**config.mk**
```make
export PLATFORM = sky130hd
export DESIGN_NAME = plm_limited_face_reconstruct
export DESIGN_NICKNAME = d
export VERILOG_FILES = /design/src/plm_pkg.sv /design/src/plm_limited_face_reconstruct.sv
export SDC_FILE = /design/constraint.sdc
export NUM_CORES = 2
export LEC_CHECK = 0
export ABC_CLOCK_PERIOD_IN_PS = 31400
export BUFFER_PORTS_ARGS = -buffer_cell sky130_fd_sc_hd__buf_2
export CAP_MARGIN = 20
export CORE_ASPECT_RATIO = 1.1
export CORE_MARGIN = 3
export CORE_UTILIZATION = 49
export CTS_BUF_LIST = sky130_fd_sc_hd__clkbuf_4 sky130_fd_sc_hd__clkbuf_8
export DETAILED_ROUTE_END_ITERATION = 16
export PLACE_DENSITY = 0.66
export SYNTH_ARGS = -nofsm -noshare
export SYNTH_HDL_FRONTEND = slang
export SYNTH_SLANG_ARGS = --single-unit
```
**constraint.sdc**
```tcl
create_clock -name clock -period 31.4 [get_ports clock]
set_input_delay 3.14 -clock clock [delete_from_list [all_inputs] [get_ports clock]]
set_output_delay 3.14 -clock clock [all_outputs]
set_load 0.01 [all_outputs]
```
**src/plm_pkg.sv**
```systemverilog
// Package: shared types, mode codes and arithmetic helpers for face reconstruction.
`timescale 1ns / 1ps
`default_nettype none

package plm_pkg;

   // Reconstruction mode codes, 2 bits per field
   typedef enum logic [1:0] {
      MODE_UNDEF  = 2'd0,
      MODE_CONST  = 2'd1,
      MODE_MINMOD = 2'd2,
      MODE_MC     = 2'd3
   } mode_type;

   localparam int CellWidth = 32;
   localparam int WideWidth = 36;
   localparam int CfgWidth  = 16;
   localparam int ModeWidth = 2;

   typedef logic signed [CellWidth-1:0] cell_type;
   typedef logic signed [WideWidth-1:0] wide_type;

   // Magnitude of a wide value; operands never reach the most negative code
   function automatic wide_type mag(input wide_type v);
      mag = v[WideWidth-1] ? -v : v;
   endfunction

   // Zero unless both are strictly of one sign, else the one of least magnitude
   function automatic wide_type minmod2(input wide_type a, input wide_type b);
      logic same_sign;
      same_sign = ((a > 0) && (b > 0)) || ((a < 0) && (b < 0));
      if (!same_sign) begin
         minmod2 = '0;
      end else if (mag(a) < mag(b)) begin
         minmod2 = a;
      end else begin
         minmod2 = b;
      end
   endfunction

   // Doubled slope to half slope: magnitude rounded half away from zero
   function automatic wide_type half_offset(input wide_type t);
      wide_type r;
      r = (mag(t) + wide_type'(2)) >>> 2;
      half_offset = t[WideWidth-1] ? -r : r;
   endfunction

   // Clamp to the signed 32-bit range
   function automatic cell_type sat32(input wide_type v);
      if (v > wide_type'(64'sd2147483647)) begin
         sat32 = cell_type'(32'sh7FFFFFFF);
      end else if (v < wide_type'(-64'sd2147483648)) begin
         sat32 = cell_type'(32'sh80000000);
      end else begin
         sat32 = v[CellWidth-1:0];
      end
   endfunction

endpackage

`default_nettype wire

```
**src/plm_limited_face_reconstruct.sv**
```systemverilog
// Top: limited piecewise-linear face states, one item per cycle unless results stall.
`timescale 1ns / 1ps
`default_nettype none

// Takes four consecutive cell values of one field (cells i-2 .. i+1) and returns the
// left and right states at face i-1/2, limited per field by the mode written from
// csr_wr_data bits [2f+1:2f] (1 constant, 2 minmod, 3 monotonized central, 0 gives
// status 1 with zero states). Values are signed Q15.16 and results saturate. The block
// is a two-register pipeline: an input register, then all slope and limiter logic in
// one pass, then the result register. It accepts one transfer per cycle while the
// result side does not stall. Each accepted input is captured in the input register and
// its result in the result register, which holds it while the result side stalls.
// A field_number at or above FIELDS reports an undefined mode. Write the mode
// register only while no item is in flight.
module plm_limited_face_reconstruct #(
   parameter int FIELDS = 8
) (
   input  wire         clock,
   input  wire         reset,
   input  wire         req_valid,
   output logic        req_ready,
   input  wire  [2:0]  req_field_number,
   input  wire  [31:0] req_cell_minus_two,
   input  wire  [31:0] req_cell_minus_one,
   input  wire  [31:0] req_cell_center,
   input  wire  [31:0] req_cell_plus_one,
   output logic        rsp_valid,
   input  wire         rsp_ready,
   output logic [31:0] rsp_left_state,
   output logic [31:0] rsp_right_state,
   output logic        rsp_status,
   input  wire         csr_wr_en,
   input  wire  [15:0] csr_wr_data
);

   // Mode register
   logic [plm_pkg::CfgWidth-1:0] slope_modes_ff;

   always_ff @(posedge clock) begin
      if (reset) begin
         slope_modes_ff <= 16'h5555;
      end else if (csr_wr_en) begin
         slope_modes_ff <= csr_wr_data;
      end
   end

   // Input stage
   logic              s1_valid_ff;
   logic [2:0]        s1_field_ff;
   plm_pkg::cell_type s1_um2_ff, s1_um1_ff, s1_u0_ff, s1_up1_ff;
   logic              s1_advance;

   assign s1_advance = !rsp_valid || rsp_ready;
   assign req_ready  = !s1_valid_ff || s1_advance;

   always_ff @(posedge clock) begin
      if (reset) begin
         s1_valid_ff <= 1'b0;
      end else if (req_ready) begin
         s1_valid_ff <= req_valid;
      end
   end

   // Hold payload until the stage moves on
   always_ff @(posedge clock) begin
      if (req_ready && req_valid) begin
         s1_field_ff <= req_field_number;
         s1_um2_ff   <= req_cell_minus_two;
         s1_um1_ff   <= req_cell_minus_one;
         s1_u0_ff    <= req_cell_center;
         s1_up1_ff   <= req_cell_plus_one;
      end
   end

   // Mode lookup for the held field
   plm_pkg::mode_type mode;
   logic [3:0]        mode_bit;

   assign mode_bit = {s1_field_ff, 1'b0};

   always_comb begin
      if (32'(s1_field_ff) < FIELDS) begin
         mode = plm_pkg::mode_type'(slope_modes_ff[mode_bit +: plm_pkg::ModeWidth]);
      end else begin
         mode = plm_pkg::MODE_UNDEF;
      end
   end

   // Differences, widened so the scaled forms stay exact
   plm_pkg::wide_type um2_w, um1_w, u0_w, up1_w;
   plm_pkg::wide_type d_left, d_mid, d_right, c_left, c_right;

   assign um2_w   = plm_pkg::WideWidth'(s1_um2_ff);
   assign um1_w   = plm_pkg::WideWidth'(s1_um1_ff);
   assign u0_w    = plm_pkg::WideWidth'(s1_u0_ff);
   assign up1_w   = plm_pkg::WideWidth'(s1_up1_ff);
   assign d_left  = um1_w - um2_w;
   assign d_mid   = u0_w - um1_w;
   assign d_right = up1_w - u0_w;
   assign c_left  = u0_w - um2_w;
   assign c_right = up1_w - um1_w;

   // Limited doubled slopes and face states
   plm_pkg::wide_type slope_l, slope_r;
   plm_pkg::cell_type left_in, right_in;
   logic              status_in;

   always_comb begin
      slope_l   = '0;
      slope_r   = '0;
      status_in = 1'b0;
      case (mode)
         plm_pkg::MODE_CONST: begin
            slope_l = '0;
            slope_r = '0;
         end
         plm_pkg::MODE_MINMOD: begin
            slope_l = plm_pkg::minmod2(d_left <<< 1, d_mid <<< 1);
            slope_r = plm_pkg::minmod2(d_mid <<< 1, d_right <<< 1);
         end
         plm_pkg::MODE_MC: begin
            slope_l = plm_pkg::minmod2(c_left,
                         plm_pkg::minmod2(d_mid <<< 2, d_left <<< 2));
            slope_r = plm_pkg::minmod2(c_right,
                         plm_pkg::minmod2(d_right <<< 2, d_mid <<< 2));
         end
         default: begin
            status_in = 1'b1;
         end
      endcase
      if (status_in) begin
         left_in  = '0;
         right_in = '0;
      end else begin
         left_in  = plm_pkg::sat32(um1_w + plm_pkg::half_offset(slope_l));
         right_in = plm_pkg::sat32(u0_w - plm_pkg::half_offset(slope_r));
      end
   end

   // Result register
   logic rsp_valid_ff;

   always_ff @(posedge clock) begin
      if (reset) begin
         rsp_valid_ff <= 1'b0;
      end else if (s1_advance) begin
         rsp_valid_ff <= s1_valid_ff;
      end
   end

   always_ff @(posedge clock) begin
      if (s1_advance && s1_valid_ff) begin
         rsp_left_state  <= left_in;
         rsp_right_state <= right_in;
         rsp_status      <= status_in;
      end
   end

   assign rsp_valid = rsp_valid_ff;

`ifndef SYNTHESIS
   // An undefined mode never carries nonzero states
   assert property (@(posedge clock) disable iff (reset)
      rsp_valid && rsp_status |-> rsp_left_state == '0 && rsp_right_state == '0)
      else $error("undefined mode result with nonzero state");

   // Reset empties the pipeline
   assert property (@(posedge clock) $past(reset) |-> !rsp_valid && !s1_valid_ff)
      else $error("pipeline not empty after reset");

   // An accepted transfer always lands in the input stage
   assert property (@(posedge clock) disable iff (reset)
      req_valid && req_ready |=> s1_valid_ff)
      else $error("accepted transfer lost");

   // A stalled result is not overwritten
   assert property (@(posedge clock) disable iff (reset)
      rsp_valid && !rsp_ready |=> rsp_valid && $stable(rsp_left_state)
         && $stable(rsp_right_state) && $stable(rsp_status))
      else $error("stalled result changed");
`endif

endmodule

`default_nettype wire

```
==> reports/qor.csv <==
metric,value,unit
asr flop ratio synth,0,%
CTS buffer count,40,
vias in the first global route,40900,
switching power,1390,µW
final instance count without filler cells,6594,
Synth Instances,5287,
drt total wl,195,mm
DRT iter0 DRCs,6014,
Pwr per Cell Area,57.4,nW/µm²
post-synth top area cell,edfxtp_1,
Yosys top cell area share,14.5,%
sequential-to-total area share from yosys stat,15.4,%
min-delay worst type,flop to flop,
Critical Path RT,31.74,ns
Sink Count,214,
Critical Path Most Common Cell,o21ai_0,
Crit. End Element,flop,
Worst path slowest cell,a2111oi_2,
fillers,7969,
CP Data Arrival Time,23.34,ns
Clock Tree Buf Depth,3,
H-tree depth,2,
port bufs,218,
Setup TNS Final,0,ns
# placed instances,6513,
Pins Over Slew Limit,0,
fraction of layout cells with a size suffix above 1,11.0,%
Root Buffer,clkbuf_8,
critical path launch point type,flop,
"Largest stage delay, worst path",1.05,ns
Rel. slew slack,15.4,%
FP Rows,109,
Peak Freq,43.5,MHz
syn_area_per_cell,7.65,µm²
Post-CTS Resized,0,
Comb power frac,73.3,%
pre-CTS setup slack,9.13,ns
"Setup Fix Bufs, Post-CTS",0,
sw frac,55.0,%
outcome,completed,
DRC viols,0,
Peak VDD IR,0.0375,mV
final worst-path setup slack,8.40,ns
area of the mapped netlist,40500,µm²
Final Power,2530,µW
core area,81100,µm²
"Core Util, Final",54.3,%
io pins,219,
# setup viols final,0,
Initial Util,49.9,%
clk_lat worst skew,0.68,ns
first-pass GRT wire length,276,mm
clock skew,0.0700,ns
global route overflow,0,
Leak,0.0188,µW
worst-path fanout max,38,
Flop pwr share,14.7,%
Die Span X,280,µm
Total GRT Usage,43.3,%
unrepaired setup endpoints after global routing,false,
final worst path period share,73.3,%
Cell Int Power,1140,µW
CTS tree,built,
number of synthesized flops with an enable pin,196,
Avg WL per Cell,29.6,µm
Clk pwr share,12.0,%
max_cap viols,0,
"Primary FF master, synth",edfxtp_1,
Worst Setup Path Type,flop to flop,
number of synthesized register bits,214,
largest net degree at the start of global routing,66,
post-route ant nets,0,
# nets final,6102,
Die H,307,µm
synth cell count leaders,"nor2_1, ha_1, nand2_1, a21oi_1, xnor2_1",
yosys warns,0,
routability congestion estimate,1.08,
synthesis-to-finish area growth,8.99,%
most common cell in the netlist,nor2_1,
Worst-path clk slew,0.06,ns
hold violation total from the final report,0,
Post-CTS Hold Fix Bufs,0,
hpwl dp,157,mm
mean number of vias per cell,6.71,
Final min period,23.00,ns
Synth area leaders,"edfxtp_1, ha_1, xnor2_1, a21oi_1, nor2_1",
Tightest Pin Transition,1.26,ns
vias,44200,
initial antenna violation count,8,
Synth cell types,129,
Detailed Routing Iterations Pass 1,9,
Die Area,86100,µm²
flip-flops by register name, indices dropped and copies added (netlist names):
name and flops:
s1_um1_ff 32, rsp_valid 1, s1_valid_ff 1, s1_field_ff 3, rsp_right_state 32, rsp_status 1, s1_u0_ff 32, s1_um2_ff 32
slope_modes_ff 16, s1_up1_ff 32, rsp_left_state 32
stage by stage:
step           hold WS [ns]  area (µm²)
6_report              0.492       44100
3_3_place_gp          0.473       43200
2_1_floorplan         0.455       40500
4_1_cts               0.497       44100
3_5_place_dp          0.478       43200
5_1_grt               0.535       44100
cells by family after synthesis:
family / Yosys count / share of synthesized area (%)
buf+inv: 526 / 5.11
xor+xnor: 564 / 12.2
compound gates: 1645 / 27.5
mux: 128 / 3.40
other cells: 2 / 0.0186
fa+ha+maj: 450 / 14.0
flops: 214 / 15.4
simple gates: 1758 / 22.3
placed cells by master, fill, tap and decap left out, types with 58 or more instances in the layout:
cell,count
mux2i_1,92
or3_1,61
nand3_1,131
buf_4,127
o31ai_1,58
nor3_1,127
and3_1,63
a31oi_1,79
nand2b_1,69
ha_1,442
nor2_1,452
nand4_1,63
inv_1,334
edfxtp_1,196
xor2_1,194
o21ai_0,287
xnor2_1,366
and2_1,59
buf_2,218
a21o_1,141
nand2_1,408
a21oi_1,392
nor2b_1,69
o21a_1,77
power by group through the flow:
stage / Clock [µW] / Sequential (µW) / Combinational (µW)
finish: 303 / 373 / 1850
detailed placement: 0 / 376 / 1770
CTS: 308 / 371 / 1780
global route: 318 / 373 / 1970
global placement: 0 / 377 / 1770
floorplan: 0 / 369 / 1190
metal layers:
metal / vias to the layer above / share of wire [%] / GRT usage [%] / wire length, µm
met5: - / 0 / 0 / 0
met4: 0 / 10 / 34.8 / 19400
met3: 686 / 10 / 9.09 / 20100
met2: 2688 / 42 / 64.7 / 81000
met1: 20800 / 38 / 54.0 / 74500
li1: 20000 / - / - / -
layout make-up:
cell class | instances | area [µm²] | share of cell area (%)
Tap cell | 1054 | 1320 | 2.99
Sequential cell | 214 | 6250 | 14.2
Antenna cell | 9 | 22.5 | 0.0511
Timing Repair Buffer | 345 | 2040 | 4.64
Clock buffer | 48 | 623 | 1.41
Inverter | 335 | 1260 | 2.85
Clock inverter | 24 | 205 | 0.465
Multi-Input combinational cell | 4565 | 32400 | 73.4
worst paths after layout:
path | startpoint | to | slack (ns) | depth (start not counted)
max reg2reg | s1_um1_ff[1]$_DFFE_PP_ | rsp_right_state[24]$_SDFFCE_PP0P_ | 8.40 | 82
min reg2reg | slope_modes_ff[9]$_SDFFE_PP0P_ | slope_modes_ff[9]$_SDFFE_PP0P_ | 0.49 | 2
max | s1_um1_ff[1]$_DFFE_PP_ | rsp_right_state[24]$_SDFFCE_PP0P_ | 8.40 | 82
min | slope_modes_ff[9]$_SDFFE_PP0P_ | slope_modes_ff[9]$_SDFFE_PP0P_ | 0.49 | 2
critical path, delay by kind of cell, from the launching register on:
family                     cells  cell delay (ns)
AOI/OAI and AO/OA             48            13.00
and+or+nand+nor               21             4.73
xor gates and xnor gates       6             1.96
adders and majority gates      4             1.27
buffers and inverters          3             1.07
DFF                            1             0.56
Note: power is estimated with default switching activity, not from simulation.
